`src/sv/imc_pkg.sv`:
```
// Shared types, constants and helpers of the IMU sample calibrate and scale block.
// Depends on nothing; the lane, temperature, control and top-level files refer to it by scoped names.
package imc_pkg;

  localparam int unsigned CAL_RUN_LEN    = 100;
  localparam int unsigned TEMP_SENS_X100 = 33387;

  localparam int unsigned CNT_W = $clog2(CAL_RUN_LEN + 1);
  localparam int unsigned SUM_W = 17 + $clog2(CAL_RUN_LEN);

  localparam int unsigned AVG_N   = SUM_W - 1;
  localparam int unsigned AVG_S   = AVG_N + $clog2(CAL_RUN_LEN);
  localparam int unsigned AVG_R_W = AVG_N + 1;
  localparam int unsigned AVG_P_W = AVG_N + AVG_R_W;
  localparam int unsigned AVG_Q_W = AVG_P_W - AVG_S;
  localparam logic [AVG_R_W-1:0] AVG_RECIP =
    AVG_R_W'(((longint'(1) << AVG_S) + longint'(CAL_RUN_LEN) - 1) / longint'(CAL_RUN_LEN));

  localparam int unsigned TEMP_M_W   = 31;
  localparam int unsigned TEMP_S     = TEMP_M_W + $clog2(TEMP_SENS_X100);
  localparam int unsigned TEMP_R_W   = TEMP_M_W + 1;
  localparam int unsigned TEMP_P_W   = TEMP_M_W + TEMP_R_W;
  localparam int unsigned TEMP_Q_W   = TEMP_P_W - TEMP_S;
  localparam int unsigned TEMP_GAIN  = 25600;
  localparam int unsigned TEMP_HALF  = TEMP_SENS_X100 / 2;
  localparam int unsigned TEMP_BASE  = 21 * 256;
  localparam logic [TEMP_R_W-1:0] TEMP_RECIP =
    TEMP_R_W'(((longint'(1) << TEMP_S) + longint'(TEMP_SENS_X100) - 1) /
              longint'(TEMP_SENS_X100));

  localparam logic [15:0] RATE_RECIP [4] = '{16'd8005, 16'd16010, 16'd31969, 16'd63938};
  localparam logic [1:0]  ACCEL_SHIFT_MAX = 2'd3;

  localparam int unsigned CFG_IDX_W  = 2;
  localparam int unsigned CFG_DATA_W = 16;
  localparam logic [CFG_IDX_W-1:0] REG_ACCEL_RANGE = 2'd0;
  localparam logic [CFG_IDX_W-1:0] REG_GYRO_RANGE  = 2'd1;
  localparam logic [CFG_IDX_W-1:0] REG_ROOM_TEMP   = 2'd2;

  typedef enum logic [1:0] {
    CMD_CONVERT,
    CMD_ACCEL,
    CMD_GYRO,
    CMD_MAG
  } imc_cmd_t;

  typedef enum logic [1:0] {
    CAL_IDLE,
    CAL_ABS,
    CAL_MUL,
    CAL_WRITE
  } imc_cal_state_t;

  typedef struct packed {
    logic s1;
    logic s2;
    logic s3;
  } imc_adv_t;

  typedef struct packed {
    imc_cmd_t kind;
    logic     sample;
    logic     restart;
    logic     finish;
    logic     step_abs;
    logic     step_mul;
    logic     step_write;
  } imc_cal_ctl_t;

  function automatic logic signed [15:0] sat16(input logic signed [16:0] v);
    if (v > 17'sd32767) begin
      return 16'sh7fff;
    end else if (v < -17'sd32768) begin
      return 16'sh8000;
    end else begin
      return v[15:0];
    end
  endfunction

endpackage

```
`src/sv/imc_temp.sv`:
```
// Temperature lane: room offset removal and scaling to 1/256 degC by reciprocal multiply.
// Depends on imc_pkg.
module imc_temp (
  input  logic               clk,
  input  imc_pkg::imc_adv_t  adv,
  input  logic signed [15:0] temp_bias,
  input  logic signed [15:0] temp_raw,
  output logic signed [15:0] temp_val
);

  logic signed [16:0]                 d;
  logic                               t_neg1;
  logic                               t_neg2;
  logic                               t_neg3;
  logic [15:0]                        t_abs;
  logic [imc_pkg::TEMP_M_W-1:0]       t_m;
  logic [imc_pkg::TEMP_P_W-1:0]       t_p;
  logic [imc_pkg::TEMP_Q_W-1:0]       t_q;
  logic signed [imc_pkg::TEMP_Q_W+1:0] t_ext;
  logic signed [imc_pkg::TEMP_Q_W+1:0] t_sum;

  always_comb begin
    d     = 17'(temp_raw) - 17'(temp_bias);
    t_q   = t_p[imc_pkg::TEMP_P_W-1:imc_pkg::TEMP_S];
    t_ext = $signed({2'b00, t_q});
    t_sum = (t_neg3 ? -t_ext : t_ext) + (imc_pkg::TEMP_Q_W + 2)'(imc_pkg::TEMP_BASE);
    if (t_sum > 32767) begin
      temp_val = 16'sh7fff;
    end else if (t_sum < -32768) begin
      temp_val = 16'sh8000;
    end else begin
      temp_val = t_sum[15:0];
    end
  end

  always_ff @(posedge clk) begin
    if (adv.s1) begin
      t_neg1 <= d[16];
      t_abs  <= d[16] ? 16'(-d) : 16'(d);
    end
    if (adv.s2) begin
      t_neg2 <= t_neg1;
      t_m    <= imc_pkg::TEMP_M_W'(t_abs) * imc_pkg::TEMP_M_W'(imc_pkg::TEMP_GAIN)
                + imc_pkg::TEMP_M_W'(imc_pkg::TEMP_HALF);
    end
    if (adv.s3) begin
      t_neg3 <= t_neg2;
      t_p    <= imc_pkg::TEMP_P_W'(t_m) * imc_pkg::TEMP_P_W'(imc_pkg::TEMP_RECIP);
    end
  end

endmodule

```
`config.mk`:
```
export PLATFORM = sky130hd
export DESIGN_NAME = imc_temp
export DESIGN_NICKNAME = d
export VERILOG_FILES = /design/src/sv/imc_pkg.sv /design/src/sv/imc_temp.sv
export SDC_FILE = /design/constraint.sdc
export NUM_CORES = 1
export LEC_CHECK = 0
export ABC_AREA = 1
export BUFFER_PORTS_ARGS = -buffer_cell sky130_fd_sc_hd__buf_2
export CELL_PAD_IN_SITES_DETAIL_PLACEMENT = 0
export CELL_PAD_IN_SITES_GLOBAL_PLACEMENT = 1
export CORE_ASPECT_RATIO = 0.75
export CORE_MARGIN = 8
export CORE_UTILIZATION = 50
export DETAILED_ROUTE_END_ITERATION = 16
export GPL_TIMING_DRIVEN = 0
export PLACE_DENSITY = 0.85
export SLEW_MARGIN = 40
export SYNTH_ARGS = -nofsm -noshare
export SYNTH_HDL_FRONTEND = slang
export SYNTH_SLANG_ARGS = --single-unit
```
`constraint.sdc`:
```
create_clock -name clk -period 7 [get_ports clk]
set_clock_uncertainty 0.15 [all_clocks]
set_input_delay 0.7 -clock clk [delete_from_list [all_inputs] [get_ports clk]]
set_output_delay 0.7 -clock clk [all_outputs]
set_load 0.02 [all_outputs]
```
==> impl_metrics.yaml <==
cells_and_area:
  area_used_by_multi_input_combinational_logic_um2: 15400
  layout-drive-gt1-share_pct: 10.4
  layout.area.seq_um2: 1680
  flow.area_growth_from_synthesis_pct: 9.03
  final_cell_mix: "sky130_fd_sc_hd__inv_1 (626), sky130_fd_sc_hd__ha_1 (388), sky130_fd_sc_hd__nand2_1 (310), sky130_fd_sc_hd__fa_1 (255), sky130_fd_sc_hd__nor2_1 (143)"
  n_antenna_cell: 0
  final_cell_area_um2: 21000
  layout.cells.most_common: "sky130_fd_sc_hd__inv_1"
  layout_nets: 3113
  final.fill_count: 3569
  final_core_occ_pct: 55.1
routing:
  routed_wl_mm: 52.7
  detailedRoute.firstPassIterationCount: 5
  wl_per_cell_um: 18.0
  routed_via_density: 5.21
  route.vias.total: 15200
  drt_drc_violations_left: 0
  detail_route.iter0.violations: 1221
  detail-route-antenna-nets: 0
global_routing:
  grt_pass1_wl_mm: 83.6
  grt_use_total_pct: 23.7
  grt_max_degree: 23
  via_count_of_the_first_global_routing_pass: 15100
  antenna_found_initial: 0
  leftover_overflow_at_the_end_of_global_routing: 0
clock_tree:
  cts_inserted_buffers: 5
  ctsHoldBuffers: 0
  cts.sink_count: 56
  clkLatencyLatePin_ns: 0.32
  tritoncts: "yes"
  clockBufferDepth: 2
  clkTransAtPathRegs_ns: 0.09
  htree_levels: 2
  root_buffer: "sky130_fd_sc_hd__clkbuf_16"
status:
  run_status: "finished clean"
place:
  placed_area_um2: 20100
  place_congestion: 0.963
  dp.final_hpwl_mm: 46.9
  portBuffers: 51
floorplan:
  die_height_um: 186
  core_region_area_um2: 38100
  io_pins: 52
  starting_density_of_the_core_pct: 50.5
  die_width_um: 243
  die_area_um2: 45100
  placement_rows: 62
critical_path:
  worst_ep_required_time_ns: 6.92
  crit_family: "adder cells"
  cp_num_cells: 22
  timing.critical_path.arrival_ns: 6.79
  criticalPathCategory: "reg2reg"
  timing.critical_path.cells: "clkinvlp_4 > fa_2 > inv_1 > ha_2 > inv_2 > fa_1 > fa_1 > inv_1 > fa_1 > inv_1 > fa_1 > fa_1 > inv_1 > ha_1 > ha_1 > nand2_1 > o21ai_0 > a21oi_2 > nand3_1 > nand4_1 > nand4_1 > xor2_1"
  timing.critical_path.slowest_stage_cell: "sky130_fd_sc_hd__fa_2"
  cpMostUsedCell: "sky130_fd_sc_hd__fa_1"
  worstPathBufferInverterCount: 6
  cp-start-kind: "flip-flop"
  critical_path.max_fanout: 3
  critical_path.max_stage_delay_ns: 0.60
  crit_path_end_kind: "flip-flop"
  worst_r2r_path_depth: 22
sta:
  maxSlewViolCount: 0
  worst_slew_pin_slew_ns: 0.572
  fin_hold_ws_ns: 0.290
  final.period_utilization_pct: 98.1
  grt_setup_unrepaired: "true"
  worst_relative_slew_slack_pct: 61.6
  finalHoldViolCount: 0
  max_freq_mhz: 146
  min_period_ns: 6.87
  report.final.setup_viol: 0
synthesis:
  mappedNetlistArea_um2: 19200
  synth.yosys.seq_area_share_pct: 8.74
  synthesized_instance_count: 2308
  yosys_warnings: 0
  synthDistinctLibCells: 44
  synth.avg_cell_area_um2: 8.34
  postSynthRegisterBits: 56
  syn-num-nets: 3011
hold_path:
  timing.hold.worst_path_depth: 0
  worstHoldPathType: "reg2reg"
run:
  cap_violations: 0
==> layer usage <==
layer | track usage [%] | share of wire (%)
met1 | 36.6 | 49
met2 | 33.4 | 40
met3 | 6.15 | 9.4
met4 | 3.18 | 0.99
met5 | 0 | 0
==> per-stage QoR <==
| stage | setup TNS [ns] | instances | setup WS [ns] |
|---|---|---|---|
| final | 0 | 2923 | 0.132 |
| after global placement | -7.17 | 2871 | -0.639 |
| after floorplan | 0 | 2308 | 0.546 |
| after global routing | -0.0311 | 2923 | -0.0131 |
| after CTS | 0 | 2906 | 0.00204 |
| after detailed placement | -7.39 | 2871 | -0.616 |
==> Yosys cell counts <==
cell type / n / share of area, %
sky130_fd_sc_hd__a21boi_0: 7 / 0.27
sky130_fd_sc_hd__a21boi_1: 1 / 0.039
sky130_fd_sc_hd__a21o_1: 14 / 0.55
sky130_fd_sc_hd__a21oi_1: 87 / 2.3
sky130_fd_sc_hd__a22oi_4: 1 / 0.11
sky130_fd_sc_hd__a31oi_1: 13 / 0.42
sky130_fd_sc_hd__and2_1: 3 / 0.098
sky130_fd_sc_hd__and3_1: 1 / 0.033
sky130_fd_sc_hd__buf_12: 1 / 0.10
sky130_fd_sc_hd__buf_2: 2 / 0.052
sky130_fd_sc_hd__buf_6: 1 / 0.059
sky130_fd_sc_hd__buf_8: 1 / 0.078
sky130_fd_sc_hd__edfxtp_1: 56 / 8.7
sky130_fd_sc_hd__fa_1: 270 / 28
sky130_fd_sc_hd__ha_1: 397 / 26
sky130_fd_sc_hd__inv_1: 638 / 12
sky130_fd_sc_hd__inv_2: 6 / 0.12
sky130_fd_sc_hd__nand2_1: 314 / 6.1
sky130_fd_sc_hd__nand2_2: 34 / 1.1
sky130_fd_sc_hd__nand2_4: 6 / 0.35
sky130_fd_sc_hd__nand3_1: 78 / 2.0
sky130_fd_sc_hd__nand3_2: 2 / 0.10
sky130_fd_sc_hd__nand3b_1: 6 / 0.23
sky130_fd_sc_hd__nand3b_2: 1 / 0.059
sky130_fd_sc_hd__nand4_1: 22 / 0.72
sky130_fd_sc_hd__nor2_1: 149 / 2.9
sky130_fd_sc_hd__nor2_2: 2 / 0.065
sky130_fd_sc_hd__nor2_4: 5 / 0.29
sky130_fd_sc_hd__nor3_1: 20 / 0.52
sky130_fd_sc_hd__nor3_2: 1 / 0.052
sky130_fd_sc_hd__nor4_1: 4 / 0.13
sky130_fd_sc_hd__o211ai_1: 3 / 0.12
sky130_fd_sc_hd__o21a_1: 4 / 0.16
sky130_fd_sc_hd__o21ai_0: 65 / 1.7
sky130_fd_sc_hd__o21ai_1: 2 / 0.052
sky130_fd_sc_hd__o21ai_2: 2 / 0.091
sky130_fd_sc_hd__o21bai_1: 8 / 0.31
sky130_fd_sc_hd__o221a_2: 1 / 0.059
sky130_fd_sc_hd__o221ai_1: 1 / 0.046
sky130_fd_sc_hd__o31ai_1: 4 / 0.16
sky130_fd_sc_hd__or2_0: 1 / 0.033
sky130_fd_sc_hd__or2_2: 5 / 0.16
sky130_fd_sc_hd__xnor2_1: 28 / 1.3
sky130_fd_sc_hd__xor2_1: 41 / 1.9
==> state kept, by name, summed over array words and instances (netlist names) <==
signal / count
t_p: 16
t_neg3: 1
t_neg1: 1
t_m: 21
t_abs: 16
t_neg2: 1
==> layout make-up <==
class	instances	share of cell area (%)
flip-flops and latches	56	8.02
well taps	512	3.05
plain buffers	5	0.268
clock buffers	5	0.596
repair buffers	95	2.81
multi-input cells	1603	73.5
clock inverters	3	0.137
inverters	644	11.6
==> path summary, 6_finish.rpt <==
kind,from,slack (ns),endpoint
worst max register to register,t_m[11],0.13,t_p[62]
worst min-delay path,t_neg1,0.29,t_neg2
worst min register to register,t_neg1,0.29,t_neg2
worst max-delay path,t_m[11],0.13,t_p[62]
==> cell families after synthesis <==
group | share of synthesized area, %
adder cells (fa/ha/maj) | 53.9
AND/OR/NAND/NOR | 15.0
buffers and inverters | 12.9
AO/OA/AOI/OAI | 6.33
XOR/XNOR | 3.14
flip-flops | 8.74
==> repair_timing <==
item | CTS | global route
setup endpoints to repair | 16 | 16
setup buffers | 27 | 17
endpoints found under the hold margin | 0 | 0
pin swaps | 2 | 15
gates resized for setup | 26 | 72
cloned | 0 | 0
Power is not shown: default switching activity piles up to over one toggle a cycle in this logic, so the estimate is an artifact.
