[config.mk]
export PLATFORM = sky130hd
export DESIGN_NAME = imc_lane
export DESIGN_NICKNAME = d
export VERILOG_FILES = /design/src/sv/imc_pkg.sv /design/src/sv/imc_lane.sv
export SDC_FILE = /design/constraint.sdc
export NUM_CORES = 2
export LEC_CHECK = 0
export BUFFER_PORTS_ARGS = -buffer_cell sky130_fd_sc_hd__buf_2
export CELL_PAD_IN_SITES_DETAIL_PLACEMENT = 2
export CELL_PAD_IN_SITES_GLOBAL_PLACEMENT = 2
export CORE_UTILIZATION = 35
export CTS_BUF_LIST = sky130_fd_sc_hd__clkbuf_8
export CTS_CLUSTER_DIAMETER = 100
export DETAILED_ROUTE_END_ITERATION = 8
export PLACE_DENSITY = 0.79
export SYNTH_ARGS = -nofsm -noshare
export SYNTH_HDL_FRONTEND = slang
export SYNTH_SLANG_ARGS = --single-unit
[constraint.sdc]
create_clock -name clk -period 9.8 [get_ports clk]
set_input_delay 0.98 -clock clk [delete_from_list [all_inputs] [get_ports clk]]
set_output_delay 0.98 -clock clk [all_outputs]
set_load 0.02 [all_outputs]
[src/sv/imc_pkg.sv]
// Shared types, constants and helpers of the IMU sample calibrate and scale block.
// Depends on nothing; the lane, temperature, control and top-level files refer to it by scoped names.
package imc_pkg;

  localparam int unsigned CAL_RUN_LEN    = 100;
  localparam int unsigned TEMP_SENS_X100 = 33387;

  localparam int unsigned CNT_W = $clog2(CAL_RUN_LEN + 1);
  localparam int unsigned SUM_W = 17 + $clog2(CAL_RUN_LEN);

  localparam int unsigned AVG_N   = SUM_W - 1;
  localparam int unsigned AVG_S   = AVG_N + $clog2(CAL_RUN_LEN);
  localparam int unsigned AVG_R_W = AVG_N + 1;
  localparam int unsigned AVG_P_W = AVG_N + AVG_R_W;
  localparam int unsigned AVG_Q_W = AVG_P_W - AVG_S;
  localparam logic [AVG_R_W-1:0] AVG_RECIP =
    AVG_R_W'(((longint'(1) << AVG_S) + longint'(CAL_RUN_LEN) - 1) / longint'(CAL_RUN_LEN));

  localparam int unsigned TEMP_M_W   = 31;
  localparam int unsigned TEMP_S     = TEMP_M_W + $clog2(TEMP_SENS_X100);
  localparam int unsigned TEMP_R_W   = TEMP_M_W + 1;
  localparam int unsigned TEMP_P_W   = TEMP_M_W + TEMP_R_W;
  localparam int unsigned TEMP_Q_W   = TEMP_P_W - TEMP_S;
  localparam int unsigned TEMP_GAIN  = 25600;
  localparam int unsigned TEMP_HALF  = TEMP_SENS_X100 / 2;
  localparam int unsigned TEMP_BASE  = 21 * 256;
  localparam logic [TEMP_R_W-1:0] TEMP_RECIP =
    TEMP_R_W'(((longint'(1) << TEMP_S) + longint'(TEMP_SENS_X100) - 1) /
              longint'(TEMP_SENS_X100));

  localparam logic [15:0] RATE_RECIP [4] = '{16'd8005, 16'd16010, 16'd31969, 16'd63938};
  localparam logic [1:0]  ACCEL_SHIFT_MAX = 2'd3;

  localparam int unsigned CFG_IDX_W  = 2;
  localparam int unsigned CFG_DATA_W = 16;
  localparam logic [CFG_IDX_W-1:0] REG_ACCEL_RANGE = 2'd0;
  localparam logic [CFG_IDX_W-1:0] REG_GYRO_RANGE  = 2'd1;
  localparam logic [CFG_IDX_W-1:0] REG_ROOM_TEMP   = 2'd2;

  typedef enum logic [1:0] {
    CMD_CONVERT,
    CMD_ACCEL,
    CMD_GYRO,
    CMD_MAG
  } imc_cmd_t;

  typedef enum logic [1:0] {
    CAL_IDLE,
    CAL_ABS,
    CAL_MUL,
    CAL_WRITE
  } imc_cal_state_t;

  typedef struct packed {
    logic s1;
    logic s2;
    logic s3;
  } imc_adv_t;

  typedef struct packed {
    imc_cmd_t kind;
    logic     sample;
    logic     restart;
    logic     finish;
    logic     step_abs;
    logic     step_mul;
    logic     step_write;
  } imc_cal_ctl_t;

  function automatic logic signed [15:0] sat16(input logic signed [16:0] v);
    if (v > 17'sd32767) begin
      return 16'sh7fff;
    end else if (v < -17'sd32768) begin
      return 16'sh8000;
    end else begin
      return v[15:0];
    end
  endfunction

endpackage

[src/sv/imc_lane.sv]
// One axis lane: offset correction, range scaling and calibration accumulators for one axis.
// Depends on imc_pkg.
module imc_lane (
  input  logic                  clk,
  input  logic                  rst,
  input  imc_pkg::imc_adv_t     adv,
  input  imc_pkg::imc_cal_ctl_t ctl,
  input  logic [1:0]            accel_range,
  input  logic [1:0]            gyro_range,
  input  logic signed [15:0]    accel_raw,
  input  logic signed [15:0]    gyro_raw,
  input  logic signed [15:0]    mag_raw,
  output logic signed [15:0]    accel_val,
  output logic signed [15:0]    rate_val,
  output logic signed [15:0]    field_val
);

  logic signed [15:0] accel_off;
  logic signed [15:0] gyro_off;
  logic signed [15:0] mag_off;

  logic signed [15:0]               sample;
  logic signed [imc_pkg::SUM_W-1:0] sum;
  logic signed [imc_pkg::SUM_W-1:0] sum_next;
  logic signed [15:0]               min_val;
  logic signed [15:0]               min_next;
  logic signed [15:0]               max_val;
  logic signed [15:0]               max_next;

  logic signed [imc_pkg::SUM_W-1:0] fin_sum;
  logic signed [16:0]               fin_mid;
  logic                             fin_neg;
  logic [imc_pkg::AVG_N-1:0]        fin_abs;
  logic [imc_pkg::AVG_P_W-1:0]      fin_prod;
  logic [imc_pkg::AVG_Q_W-1:0]      avg_q;
  logic [15:0]                      avg_mag;
  logic signed [15:0]               avg_val;
  logic signed [16:0]               mid_adj;
  logic signed [15:0]               mid_val;

  logic [1:0]         accel_shift;
  logic signed [15:0] a1;
  logic signed [15:0] g1;
  logic signed [15:0] m1;
  logic signed [15:0] a2;
  logic signed [32:0] g_prod;
  logic signed [33:0] g2;
  logic signed [15:0] m2;
  logic signed [15:0] a3;
  logic signed [15:0] g3;
  logic signed [15:0] m3;

  always_comb begin
    case (ctl.kind)
      imc_pkg::CMD_ACCEL: sample = accel_raw;
      imc_pkg::CMD_GYRO:  sample = gyro_raw;
      default:            sample = mag_raw;
    endcase
    sum_next = (ctl.restart ? '0 : sum) + imc_pkg::SUM_W'(sample);
    min_next = (ctl.restart || (sample < min_val)) ? sample : min_val;
    max_next = (ctl.restart || (sample > max_val)) ? sample : max_val;

    avg_q   = fin_prod[imc_pkg::AVG_P_W-1:imc_pkg::AVG_S];
    avg_mag = 16'(avg_q);
    avg_val = fin_neg ? $signed(-avg_mag) : $signed(avg_mag);
    mid_adj = fin_mid + (fin_mid[16] ? 17'sd1 : 17'sd0);
    mid_val = mid_adj[16:1];

    accel_shift = imc_pkg::ACCEL_SHIFT_MAX - accel_range;
    g_prod      = g1 * $signed({1'b0, imc_pkg::RATE_RECIP[gyro_range]});
  end

  always_ff @(posedge clk) begin
    if (rst) begin
      sum       <= '0;
      min_val   <= 16'sh7fff;
      max_val   <= 16'sh8000;
      accel_off <= '0;
      gyro_off  <= '0;
      mag_off   <= '0;
    end else begin
      if (ctl.sample) begin
        if (ctl.finish) begin
          sum     <= '0;
          min_val <= 16'sh7fff;
          max_val <= 16'sh8000;
        end else begin
          sum     <= sum_next;
          min_val <= min_next;
          max_val <= max_next;
        end
      end
      if (ctl.step_write) begin
        case (ctl.kind)
          imc_pkg::CMD_ACCEL: accel_off <= avg_val;
          imc_pkg::CMD_GYRO:  gyro_off  <= avg_val;
          imc_pkg::CMD_MAG:   mag_off   <= mid_val;
          default: ;
        endcase
      end
    end
  end

  always_ff @(posedge clk) begin
    if (ctl.sample && ctl.finish) begin
      fin_sum <= sum_next;
      fin_mid <= {max_next[15], max_next} + {min_next[15], min_next};
    end
    if (ctl.step_abs) begin
      fin_neg <= fin_sum[imc_pkg::SUM_W-1];
      fin_abs <= fin_sum[imc_pkg::SUM_W-1] ? imc_pkg::AVG_N'(-fin_sum)
                                           : imc_pkg::AVG_N'(fin_sum);
    end
    if (ctl.step_mul) begin
      fin_prod <= imc_pkg::AVG_P_W'(fin_abs) * imc_pkg::AVG_P_W'(imc_pkg::AVG_RECIP);
    end
  end

  always_ff @(posedge clk) begin
    if (adv.s1) begin
      a1 <= imc_pkg::sat16(17'(accel_raw) - 17'(accel_off));
      g1 <= imc_pkg::sat16(17'(gyro_raw) - 17'(gyro_off));
      m1 <= imc_pkg::sat16(17'(mag_raw) - 17'(mag_off));
    end
    if (adv.s2) begin
      a2 <= a1 >>> accel_shift;
      g2 <= {g_prod[32], g_prod} + 34'sd32768;
      m2 <= m1;
    end
    if (adv.s3) begin
      a3 <= a2;
      g3 <= g2[31:16];
      m3 <= m2;
    end
  end

  assign accel_val = a3;
  assign rate_val  = g3;
  assign field_val = m3;

endmodule

==> flow_summary.json <==
{
  "status": "finished clean",
  "crit_type": "input pin to flop",
  "maxUsedRoutingLayer": "met5",
  "hp-class": "flop to flop",
  "worstPathArrival_ps": 8340,
  "worst-path-stages": 25,
  "synth_compound_area_share_pct": 10.6,
  "synth_edf_count": 225,
  "num_vias": 25300,
  "wl_met2_um": 57600,
  "dr_wl_met3_um": 2760,
  "cts_tree": "yes",
  "yosysMostFrequentCell": "inv_1",
  "netlist_area_mm2": 0.0346,
  "reg2regPathDepth": 24,
  "numCtsBuffers": 60,
  "tightest_slew_ps": 1240,
  "top_level_ports": 113,
  "final_hold_viol_count": 0,
  "rsz0062_at_grt": "false",
  "portBuffers": 112,
  "vias_per_cell": 5.15,
  "syn-num-nets": 4417,
  "grt_max_degree": 70,
  "root_buffer": "clkbuf_8",
  "yosysTopAreaCell": "fa_1",
  "dr.first_iter.drc_count": 1128,
  "ys_ff_latch": 329,
  "min_from": "g2[21]$_DFFE_PP_",
  "grt_pass1_wl_um": 170000,
  "die_y_um": 317,
  "required_ps": 10240,
  "grt_pass1_vias": 29600,
  "cts_setup_buffers": 0,
  "setup_violations": 0,
  "cp_slowest_cell": "ha_1",
  "synth_top_family_by_area": "adder cells",
  "num-nets-final": 4523,
  "layout_worst_path_cycle_share_pct": 80.6,
  "wl_um": 108000,
  "core_area_mm2": 0.0983,
  "area_delta_synth_final_pct": 9.39,
  "synth_cell_type_count": 80,
  "startpoint": "gyro_range[1]",
  "detail_route.wl_per_cell_um": 22.0,
  "cts_buffer_depth": 3,
  "period_needed_ps": 7900,
  "path_max_fanout": 16,
  "synth_seq_area_share_pct": 25.5,
  "max_freq_ghz": 0.127,
  "whs_path_depth": 0,
  "htreeDepth": 2,
  "clock-sinks": 329,
  "ys_async_sr_fraction_pct": 0,
  "slew_violations": 0,
  "rows": 115,
  "synth_area_leaders": "fa_1, edfxtp_1, ha_1",
  "syn_avg_cell_area_um2": 9.97,
  "r2r_start": "fin_abs[14]$_DFFE_PP_",
  "drc": 0,
  "grt_antenna_before_repair": 4,
  "wl_met1_um": 44800,
  "cts_resized": 0,
  "skew_ps": 21.5,
  "netlist_instances": 3475,
  "clk_latency_ps": 690,
  "cp-start-kind": "input pin",
  "hold_buffers": 0,
  "endpoint_kind": "flop",
  "synthMuxAreaShare_pct": 1.42,
  "yosys_warnings": 0,
  "ant_nets": 0,
  "grtUsageTotal_pct": 21.9,
  "critPathBufInv": 6,
  "die_x_um": 317,
  "critPathMaxStageDelay_ps": 660,
  "synthTopCellsByCount": "inv_1, ha_1, fa_1, edfxtp_1, nand2_1",
  "nFillCells": 10700,
  "gp_congestion": 0.876,
  "synth_xor_area_share_pct": 3.97,
  "crit_path_frequent_cell": "fa_1",
  "cap_violations": 0,
  "yosys_most_used_dff": "edfxtp_1",
  "setup-tns-final_ps": 0,
  "cts.clk_slew.worst_paths_ps": 60,
  "synth_top_area_share_pct": 21.7,
  "drive_above_1_share_pct": 7.87,
  "dp_hpwl_um": 89800,
  "drtPass1Iterations": 5,
  "synth_fa_ha_area_share_pct": 39.9,
  "crit_family": "adder cells",
  "slew_headroom_pct": 17.5,
  "die-area_mm2": 0.100,
  "start_util_pct": 35.2,
  "synthSimpleGateAreaFrac_pct": 9.97,
  "grt_overflow": 0
}
final cells by class:
class / count / area [µm²] / share of cell area, %
Tap cell: 1287 / 1610 / 4.25
Multi-Input combinational cell: 2348 / 22800 / 60.1
Timing Repair Buffer: 134 / 726 / 1.92
Clock inverter: 46 / 339 / 0.895
Clock buffer: 67 / 922 / 2.43
Inverter: 708 / 2660 / 7.01
Antenna cell: 3 / 7.51 / 0.0198
Sequential cell: 329 / 8840 / 23.3
logic make-up after synthesis:
family,Yosys count
fa+ha+maj,879
mux,31
xor+xnor,157
simple gates,703
flops,329
compound gates,578
buf+inv,798
worst register-to-register path, delay by kind of cell (launching register included):
| family | cells | cell delay [ps] |
|---|---|---|
| AND/OR/NAND/NOR | 4 | 690 |
| buffers and inverters | 6 | 590 |
| XOR/XNOR | 1 | 150 |
| adder cells (fa/ha/maj) | 8 | 4020 |
| AO/OA/AOI/OAI | 5 | 1280 |
| flip-flops | 1 | 700 |
registers in the layout, summed over array words and instances (netlist names):
name       count
sum           24
a1            16
max_val       16
fin_mid       17
min_val       16
mag_off       16
fin_abs       23
a2            16
g1            16
g2            16
m2            16
fin_sum       24
accel_off     16
gyro_off      16
rate_val      16
fin_prod      16
fin_neg        1
field_val     16
accel_val     16
m1            16
per-layer routing:
layer,track usage [%],up-vias
met1,26.2,13100
met4,6.46,2
met5,0,-
li1,-,11700
met3,1.96,173
met2,41.2,380
stage by stage:
step / area [µm²] / hold slack (ps) / instances / setup WS (ps) / util [%]
after detailed placement: 36600 / 405 / 4806 / 1200 / 37.3
after CTS: 37900 / 414 / 4919 / 1970 / 38.5
after global placement: 36600 / 401 / 4806 / 1550 / 37.3
after global routing: 37900 / 428 / 4922 / 1540 / 38.6
after floorplan: 34600 / 400 / 3475 / 2450 / -
final: 37900 / 415 / 4922 / 1900 / 38.6
placed cells by master (no fill, tap or decap), types with 6 or more instances in the layout:
master,count
edfxtp_1,225
a22oi_1,39
inv_1,728
a21o_1,50
a21oi_1,165
mux4_2,13
o41ai_1,6
clkinv_1,9
clkinv_2,6
nor2b_1,81
o21bai_1,7
o21ai_1,35
nand3_1,54
clkbuf_8,67
xnor2_1,98
fa_1,375
or2_2,12
nand2b_1,50
nor3_1,23
ha_1,502
nor2_1,171
o31ai_1,17
o21a_1,14
buf_2,112
nand2_1,188
a211oi_1,45
dfxtp_1,104
xor2_1,59
o21ai_0,126
nand4_1,10
mux2_2,15
and2_1,62
o211ai_1,7
and3_1,10
buf_4,22
or3_1,12
a31oi_1,14
worst paths after layout:
check | end | slack [ps]
min reg2reg | rate_val[5]$_DFFE_PP_ | 410
max reg2reg | fin_prod[43]$_DFFE_PP_ | 2080
max | g2[26]$_DFFE_PP_ | 1900
min | rate_val[5]$_DFFE_PP_ | 410
Power is left out: the tool's default activity adds up to more than one toggle a clock period on the data nets, which glitch-free logic cannot reach.
