**config.mk**
```make
export PLATFORM = sky130hd
export DESIGN_NAME = imc_cal_ctrl
export DESIGN_NICKNAME = d
export VERILOG_FILES = /design/src/sv/imc_pkg.sv /design/src/sv/imc_cal_ctrl.sv
export SDC_FILE = /design/constraint.sdc
export NUM_CORES = 1
export LEC_CHECK = 0
export BUFFER_PORTS_ARGS = -buffer_cell sky130_fd_sc_hd__buf_2
export CAP_MARGIN = 25
export CORE_ASPECT_RATIO = 1.1
export CORE_MARGIN = 1.5
export CORE_UTILIZATION = 35
export CTS_BUF_LIST = sky130_fd_sc_hd__clkbuf_16
export CTS_CLUSTER_DIAMETER = 60
export CTS_CLUSTER_SIZE = 25
export DETAILED_ROUTE_END_ITERATION = 6
export MAX_ROUTING_LAYER = met4
export PLACE_DENSITY = 0.64
export SETUP_SLACK_MARGIN = 0.15
export SLEW_MARGIN = 20
export SYNTH_ARGS = -nofsm -noshare
export SYNTH_HDL_FRONTEND = slang
export SYNTH_SLANG_ARGS = --single-unit
```
**constraint.sdc**
```tcl
create_clock -name clk -period 3.7 [get_ports clk]
set_clock_uncertainty 0.1 [all_clocks]
set_input_delay 0.555 -clock clk [delete_from_list [all_inputs] [get_ports clk]]
set_output_delay 0.555 -clock clk [all_outputs]
set_load 0.02 [all_outputs]
```
**src/sv/imc_pkg.sv**
```systemverilog
// Shared types, constants and helpers of the IMU sample calibrate and scale block.
// Depends on nothing; the lane, temperature, control and top-level files refer to it by scoped names.
package imc_pkg;

  localparam int unsigned CAL_RUN_LEN    = 100;
  localparam int unsigned TEMP_SENS_X100 = 33387;

  localparam int unsigned CNT_W = $clog2(CAL_RUN_LEN + 1);
  localparam int unsigned SUM_W = 17 + $clog2(CAL_RUN_LEN);

  localparam int unsigned AVG_N   = SUM_W - 1;
  localparam int unsigned AVG_S   = AVG_N + $clog2(CAL_RUN_LEN);
  localparam int unsigned AVG_R_W = AVG_N + 1;
  localparam int unsigned AVG_P_W = AVG_N + AVG_R_W;
  localparam int unsigned AVG_Q_W = AVG_P_W - AVG_S;
  localparam logic [AVG_R_W-1:0] AVG_RECIP =
    AVG_R_W'(((longint'(1) << AVG_S) + longint'(CAL_RUN_LEN) - 1) / longint'(CAL_RUN_LEN));

  localparam int unsigned TEMP_M_W   = 31;
  localparam int unsigned TEMP_S     = TEMP_M_W + $clog2(TEMP_SENS_X100);
  localparam int unsigned TEMP_R_W   = TEMP_M_W + 1;
  localparam int unsigned TEMP_P_W   = TEMP_M_W + TEMP_R_W;
  localparam int unsigned TEMP_Q_W   = TEMP_P_W - TEMP_S;
  localparam int unsigned TEMP_GAIN  = 25600;
  localparam int unsigned TEMP_HALF  = TEMP_SENS_X100 / 2;
  localparam int unsigned TEMP_BASE  = 21 * 256;
  localparam logic [TEMP_R_W-1:0] TEMP_RECIP =
    TEMP_R_W'(((longint'(1) << TEMP_S) + longint'(TEMP_SENS_X100) - 1) /
              longint'(TEMP_SENS_X100));

  localparam logic [15:0] RATE_RECIP [4] = '{16'd8005, 16'd16010, 16'd31969, 16'd63938};
  localparam logic [1:0]  ACCEL_SHIFT_MAX = 2'd3;

  localparam int unsigned CFG_IDX_W  = 2;
  localparam int unsigned CFG_DATA_W = 16;
  localparam logic [CFG_IDX_W-1:0] REG_ACCEL_RANGE = 2'd0;
  localparam logic [CFG_IDX_W-1:0] REG_GYRO_RANGE  = 2'd1;
  localparam logic [CFG_IDX_W-1:0] REG_ROOM_TEMP   = 2'd2;

  typedef enum logic [1:0] {
    CMD_CONVERT,
    CMD_ACCEL,
    CMD_GYRO,
    CMD_MAG
  } imc_cmd_t;

  typedef enum logic [1:0] {
    CAL_IDLE,
    CAL_ABS,
    CAL_MUL,
    CAL_WRITE
  } imc_cal_state_t;

  typedef struct packed {
    logic s1;
    logic s2;
    logic s3;
  } imc_adv_t;

  typedef struct packed {
    imc_cmd_t kind;
    logic     sample;
    logic     restart;
    logic     finish;
    logic     step_abs;
    logic     step_mul;
    logic     step_write;
  } imc_cal_ctl_t;

  function automatic logic signed [15:0] sat16(input logic signed [16:0] v);
    if (v > 17'sd32767) begin
      return 16'sh7fff;
    end else if (v < -17'sd32768) begin
      return 16'sh8000;
    end else begin
      return v[15:0];
    end
  endfunction

endpackage

```
**src/sv/imc_cal_ctrl.sv**
```systemverilog
// Calibration run control: run kind, sample count and the offset divide sequencer.
// Depends on imc_pkg.
module imc_cal_ctrl (
  input  logic                  clk,
  input  logic                  rst,
  input  logic                  accept,
  input  logic [1:0]            cmd,
  output imc_pkg::imc_cal_ctl_t ctl,
  output logic                  busy
);

  imc_pkg::imc_cmd_t       cmd_k;
  imc_pkg::imc_cmd_t       kind;
  imc_pkg::imc_cmd_t       kind_next;
  imc_pkg::imc_cmd_t       fin_kind;
  logic [imc_pkg::CNT_W-1:0] count;
  logic [imc_pkg::CNT_W-1:0] count_next;
  logic [imc_pkg::CNT_W-1:0] count_inc;
  imc_pkg::imc_cal_state_t state;
  imc_pkg::imc_cal_state_t state_next;
  logic                    sample;
  logic                    restart;
  logic                    finish;

  always_comb begin
    cmd_k     = imc_pkg::imc_cmd_t'(cmd);
    sample    = accept && (cmd_k != imc_pkg::CMD_CONVERT);
    restart   = (kind != cmd_k);
    count_inc = restart ? imc_pkg::CNT_W'(1) : count + imc_pkg::CNT_W'(1);
    finish    = sample && (count_inc >= imc_pkg::CNT_W'(imc_pkg::CAL_RUN_LEN));

    kind_next  = kind;
    count_next = count;
    if (sample) begin
      if (finish) begin
        kind_next  = imc_pkg::CMD_CONVERT;
        count_next = '0;
      end else begin
        kind_next  = cmd_k;
        count_next = count_inc;
      end
    end

    state_next = state;
    case (state)
      imc_pkg::CAL_IDLE:  if (finish) state_next = imc_pkg::CAL_ABS;
      imc_pkg::CAL_ABS:   state_next = imc_pkg::CAL_MUL;
      imc_pkg::CAL_MUL:   state_next = imc_pkg::CAL_WRITE;
      imc_pkg::CAL_WRITE: state_next = imc_pkg::CAL_IDLE;
      default:            state_next = imc_pkg::CAL_IDLE;
    endcase

    busy           = (state != imc_pkg::CAL_IDLE);
    ctl.kind       = busy ? fin_kind : cmd_k;
    ctl.sample     = sample;
    ctl.restart    = restart;
    ctl.finish     = finish;
    ctl.step_abs   = (state == imc_pkg::CAL_ABS);
    ctl.step_mul   = (state == imc_pkg::CAL_MUL);
    ctl.step_write = (state == imc_pkg::CAL_WRITE);
  end

  always_ff @(posedge clk) begin
    if (rst) begin
      state <= imc_pkg::CAL_IDLE;
      kind  <= imc_pkg::CMD_CONVERT;
      count <= '0;
    end else begin
      state <= state_next;
      kind  <= kind_next;
      count <= count_next;
    end
  end

  always_ff @(posedge clk) begin
    if (finish) begin
      fin_kind <= cmd_k;
    end
  end

endmodule

```
==> qor.yml, run 1 <==
p_leak_nw: 0.384
syn_avg_cell_area_um2: 8.63
cts_root_buf: "clkbuf_16"
setup_viol_count_final: 0
final_nets: 125
synth_edf_count: 2
dp_hpwl_um: 1440
gr-usage-met1_pct: 16.5
cts_resized: 0
outcome: "finished, final reports clean"
num_vias: 805
ys_async_sr_fraction_pct: 0
dp_slack_ns: 0.869
grt_busiest_layer: "met2"
yosysMostFrequentCell: "nand2_1"
grtUsageMet3_pct: 3.49
setup_slack_ns: 0.807
setup_tns_ns: 0
finalWeightedCongestion: 0.816
start_util_pct: 36.3
path_buf_inv: 1
crit_family: "simple AND/OR/NAND/NOR gates"
rows: 19
slew_headroom_pct: 37.8
clock_sinks: 13
synth.area.top_cells: "dfxtp_1 25%, ha_1 7.0%, edfxtp_1 6.7%"
critPathKind: "reg -> out"
core_mm2: 0.00247
htreeDepth: 1
wl_per_cell_um: 13.2
whs_ns: 0.380
syn_area_um2: 897
yosysTopAreaCell: "dfxtp_1"
grt_setup_unrepaired: "false"
antennaDiodeCount: 0
slowest_stage: "or3_1"
io_pins: 14
area.growth.synth_to_final_pct: 15.3
synth-seq-cells: 13
antenna_found_initial: 0
drc_errors: 0
netlist_instances: 104
ys.flop_type: "dfxtp_1"
yosysSeqAreaShare_pct: 31.2
die_y_um: 56.1
die_area_mm2: 0.00288
worstPathCellList: "ha_1, and3_4, mux2i_1, or3_1, nor3_2, buf_2"
grt_pass1_vias: 771
crit_required_ns: 3.04
tightestPinTransition_ns: 0.928
p_per_area_mw_per_mm2: 370
cts_buffer_depth: 2
port_buffers: 13
die_w_um: 51.3
grtUsageTotal_pct: 15.1
cts_tree: "yes"
hold_path_class: "reg -> reg"
first_pass_iters: 4
yosysWarnings: 0
drtIter0Drc: 10
cp-start-kind: "flip-flop"
fillers: 250
hold_viol: 0
syn_nets: 114
drive_gt1_share_pct: 21.1
max_freq_mhz: 346
grt_use_met2_pct: 25.8
grt_first_pass_wirelength_um: 3280
critPathMaxStageDelay_ns: 0.53
worstPathMaxFanout: 8
arrival_ns: 2.24
grt_max_degree: 15
drv_cap: 0
postCtsSetupRepairBufs: 0
insertion_delay_ns: 0.24
yosysTopAreaCellShare_pct: 24.5
finalCritPeriodShare_pct: 78.2
end_kind: "primary output"
cts_hold_buffers: 0
postRouteAntennaNets: 0
cts.clk_slew.worst_paths_ns: 0.05
final_period_minus_worst_setup_slack_ns: 2.89
cts_made_buffers: 3
yosysUniqueCellTypes: 41
irDropWorstVdd_uv: 136
report.final.slew_viol_count: 0
synth_common_cells: "12 x nand2_1, 11 x dfxtp_1, 7 x inv_1"
wirelength_um: 1920
vias_per_cell: 5.55
grt_overflow: 0
[through the flow]
step | total power [mW] | instances | util, % | instance area (um^2)
2_1_floorplan | 0.173 | 104 | - | 897
3_3_place_gp | 0.182 | 141 | 38.7 | 956
3_5_place_dp | 0.183 | 141 | 38.7 | 956
4_1_cts | 0.388 | 145 | 41.9 | 1030
5_1_grt | 0.400 | 145 | 41.9 | 1030
6_report | 0.383 | 145 | 41.9 | 1030
[registers in the layout, summed over array words and instances (netlist names)]
register,count
count,7
kind,2
fin_kind,2
state,2
[where the power goes]
| part | switching [mW] | internal [mW] |
|---|---|---|
| logic | 0.0200 | 0.0119 |
| clock network | 0.0598 | 0.143 |
| registers | 0.00265 | 0.146 |
| total | 0.0824 | 0.301 |
[cell families after synthesis]
| family | share of synthesized area (%) |
|---|---|
| and+or+nand+nor | 21.2 |
| AOI/OAI and AO/OA | 24.1 |
| buffers and inverters | 8.79 |
| DFF | 31.2 |
| adders and majority gates | 6.97 |
| muxes | 4.74 |
| xor gates and xnor gates | 2.93 |
[final timing paths]
| check | from | end | depth (start not counted) | slack (ns) |
|---|---|---|---|---|
| setup reg to reg | count[4] | count[3] | 5 | 1.31 |
| hold / removal | kind[1] | kind[1] | 2 | 0.38 |
| setup / recovery | count[0] | ctl[3] | 6 | 0.81 |
| hold reg to reg | kind[1] | kind[1] | 2 | 0.38 |
[per-layer routing]
metal	wire length [um]	vias to the layer above	part of all wire, %
li1	-	400	-
met1	832	382	43
met2	985	18	51
met3	76	5	4.0
met4	26	0	1.4
met5	0	-	0
[tightest hold or removal path: stages, from the launching register on]
cell     delay [ns]
dfxtp_1        0.32
nand2_1        0.06
a21oi_1        0.05
[cells in the final DEF, fill, tap and decap left out]
cell	Yosys	routed
a31o_2	2	2
or3_1	1	1
inv_1	7	8
and3_4	1	1
nor4b_1	1	1
o21bai_1	1	1
dfxtp_1	11	11
o21ai_1	1	1
mux2i_1	2	2
o31a_1	1	1
nor4bb_1	1	1
nand2b_1	2	2
a21oi_1	6	6
o2111ai_1	2	2
o211ai_1	3	3
o32ai_1	1	1
xnor2_1	2	2
o31ai_4	1	1
o31ai_1	1	1
nand2_1	12	12
ha_1	5	5
nand3_1	5	5
nand3b_1	1	1
a221oi_1	1	1
o21ai_0	2	2
nor3_2	1	1
mux2_2	2	2
o21a_1	1	1
buf_4	3	1
o311ai_1	3	3
o311ai_0	1	1
nor3_1	2	2
edfxtp_1	2	2
nor2_1	5	5
and2_1	1	1
a211o_1	1	1
clkbuf_16	0	3
buf_2	3	13
nor4_1	3	3
xor2_1	1	1
[cell type report]
class                      count  area [um^2]  area share (%)
sequential                    13          280            27.1
inverter                       7         26.3            2.54
clock inverter                 1         3.75           0.363
tap                           31         38.8            3.75
timing repair buffer          14         72.6            7.01
multi-input combinational     76          538            52.0
clock buffer                   3         75.1            7.26
(Power assumes the default switching activity.)
==> inputs of run 2 (changes only) <==
Settings changed: ABC_AREA set to 1.
Clock period 3.7 ns to 2.9 ns, I/O delays scaled along.
==> run 2 against run 1 <==
Against the previous run: register-to-register slack lost 0.39 ns; clock power grew 31%; synthesized cell count grew 21%; sequential power grew 50%; die area shrank 4.7%; sequential cell count is the same; total power grew 100%; non-clock buffer count shrank 1; routed wire length shrank 6.0%; cell area shrank 3.3%; sequential share of layout area grew 0.91 points; count of clock-buffer cells in the layout is the same; critical path type unchanged; largest cell class unchanged.
==> qor.yml, run 2 <==
ys_async_sr_fraction_pct: 0  # unchanged
yosysWarnings: 0  # unchanged
largest_register: "count"
arrival_ns: 2.01  # -0.23 ns
tightestPinTransition_ns: 0.393  # -0.536 ns
netlist_instances: 126  # +21%
die_y_um: 54.8  # -2.4%
die_w_um: 50.0  # -2.4%
cts.clk_slew.worst_paths_ns: 0.05  # about the same
num_vias: 782  # -2.9%
htreeDepth: 1  # unchanged
finalCritPeriodShare_pct: 87.8
yosysTopAreaCell: "dfxtp_1"
r2r_slack_ns: 0.92  # -0.39 ns
outcome: "finished, final reports clean"
drtIter0Drc: 14  # +4
dp_slack_ns: 0.625  # -0.244 ns
clock_sinks: 13  # unchanged
dp.cells: 165  # +17%
yosysUniqueCellTypes: 20  # -51%
hold_viol: 0  # unchanged
cts_buffer_depth: 2  # unchanged
max_freq_mhz: 393
cts_root_buf: "clkbuf_16"
antenna_found_initial: 0  # unchanged
synth_common_cells: "30 x nand2_1, 20 x inv_1, 11 x dfxtp_1, 11 x nand3_1"
critPathKind: "reg -> out"
syn_area_um2: 852  # -5.0%
largest_reg_flops: 7  # unchanged
grt_max_degree: 12  # -3
ys.flop_type: "dfxtp_1"
cts_hold_buffers: 0  # unchanged
rows: 18  # -1
final_common_cell: "nand2_1"
final_period_minus_worst_setup_slack_ns: 2.55
rr_endpoint: "fin_kind[0]"
grtUsageTotal_pct: 15.3  # +0.14 points
cts_tree: "yes"
area.growth.synth_to_final_pct: 17.5
grt_first_pass_wirelength_um: 2970  # -9.7%
synth_edf_count: 2  # unchanged
final_nets: 150  # +20%
drc_errors: 0  # unchanged
end_kind: "primary output"
die_area_mm2: 0.00274  # -4.7%
first_pass_iters: 4  # unchanged
yosysMostFrequentCell: "nand2_1"
p_per_area_mw_per_mm2: 769  # +110%
grt_setup_unrepaired: "false"
postRouteAntennaNets: 0  # unchanged
yosysSeqAreaShare_pct: 32.9  # +1.7 points
worstReg2RegStart: "count[0]"
io_pins: 14  # unchanged
wl_per_cell_um: 10.7  # -19%
fin_util_pct: 44.0  # +2.2 points
grt_pass1_vias: 732  # -5.1%
wirelength_um: 1810  # -6.0%
irDropWorstVdd_uv: 340  # +150%
cp-start-kind: "flip-flop"
syn_nets: 136  # +19%
port_buffers: 13  # unchanged
grt_overflow: 0  # unchanged
final_cell_mix: "30 x nand2_1, 20 x inv_1, 13 x buf_2, 11 x nand3_1, 11 x dfxtp_1"
yosysTopAreaCellShare_pct: 25.8  # +1.3 points
report.final.slew_viol_count: 0  # unchanged
setup_tns_ns: 0  # unchanged
synth.area.top_cells: "dfxtp_1 26%, nand2_1 13%, inv_1 8.8%"
layout.cells.non_filler: 169  # +17%
cts_made_buffers: 3  # unchanged
r2r_cells: 9  # +4
slew_headroom_pct: 73.8  # +36 points
min_from: "rst"
crit_required_ns: 2.37  # -0.67 ns
core_mm2: 0.00227  # -8.0%
finalWeightedCongestion: 0.807  # -1.2%
p_leak_nw: 0.502  # +31%
vias_per_cell: 4.63  # -17%
cts_resized: 0  # unchanged
insertion_delay_ns: 0.24  # about the same
setup_viol_count_final: 0  # unchanged
antennaDiodeCount: 0  # unchanged
hold_path_class: "in -> reg"
hold_end: "kind[0]"
worstPathMaxFanout: 11  # +3
setup_slack_ns: 0.354  # -0.453 ns
start_util_pct: 37.5  # +1.2 points
drive_gt1_share_pct: 23.0  # +2.0 points
syn_avg_cell_area_um2: 6.76  # -22%
dp_hpwl_um: 1360  # -5.0%
holdPathStages: 2  # unchanged
synth-seq-cells: 13  # unchanged
postCtsSetupRepairBufs: 0  # unchanged
drv_cap: 0  # unchanged
==> run 2: changes by cell type in the layout (fill, tap and decap cells not counted), moves of 4 or more <==
| cell | delta |
|---|---|
| nand2_1 | +18 |
| inv_1 | +12 |
| nand2_2 | +7 |
| o21ai_0 | +7 |
| nand3_1 | +6 |
| nor2_1 | +4 |
==> run 2: worst max-delay path: stages (launching register included) <==
cell and delay [ns]:
dfxtp_1 0.40, ha_1 0.24, nand2_2 0.09, nor2_2 0.15
nand2_1 0.06, nand2_1 0.07, nand3_2 0.07, nor2_2 0.16
nand2_2 0.17, inv_1 0.17, buf_2 0.19
==> run 2: through the flow <==
stage / total power [mW] / area (um^2) / hold slack (ns)
after floorplan: 0.446 / 852 / 0.370
after global placement: 0.511 / 921 / 0.391
after detailed placement: 0.513 / 921 / 0.397
after CTS: 0.781 / 1000 / 0.342
after global routing: 0.824 / 1000 / 0.359
final: 0.770 / 1000 / 0.342
==> run 2: area by class of cell <==
| class | count | area [um^2] |
|---|---|---|
| multi-input cells | 87 | 455 |
| flip-flops and latches | 13 | 280 |
| clock buffers | 3 | 75.1 |
| repair buffers | 13 | 65.1 |
| inverters | 22 | 82.6 |
| well taps | 30 | 37.5 |
| clock inverters | 1 | 5.00 |
| fillers | 246 | 1270 |
==> run 2: cell families after synthesis <==
kind of cell	count (synthesis)	synth area share, %
buffers and inverters	26	13.7
adder cells (fa/ha/maj)	5	7.34
AND/OR/NAND/NOR	64	34.7
flip-flops	13	32.9
AO/OA/AOI/OAI	18	11.5
==> run 2: power by group <==
| group | leakage, nW | total (mW) | switching (mW) | internal, mW |
|---|---|---|---|---|
| registers | 0.108 | 0.223 | 0.0181 | 0.205 |
| logic | 0.353 | 0.282 | 0.182 | 0.100 |
| clock network | 0.0409 | 0.264 | 0.0805 | 0.184 |
==> run 2: metal layers <==
layer	vias up	global-route usage, %	wire [um]
met5	-	-	0
met4	0	6.94	31
met3	5	4.10	66
met2	16	27.6	907
met1	343	15.7	800
li1	418	-	-
==> run 2: worst max path at each step <==
stage                         from  endpoint  slack (ns)  depth (start not counted)
after detailed placement    cmd[0]    ctl[3]        0.63                         11
after CTS                 count[0]    ctl[3]        0.35                         10
after global placement      cmd[0]    ctl[3]        0.67                         11
final                     count[0]    ctl[3]        0.35                         10
after floorplan           count[1]    ctl[3]        0.89                         11
after global routing      count[0]    ctl[3]        0.18                         10
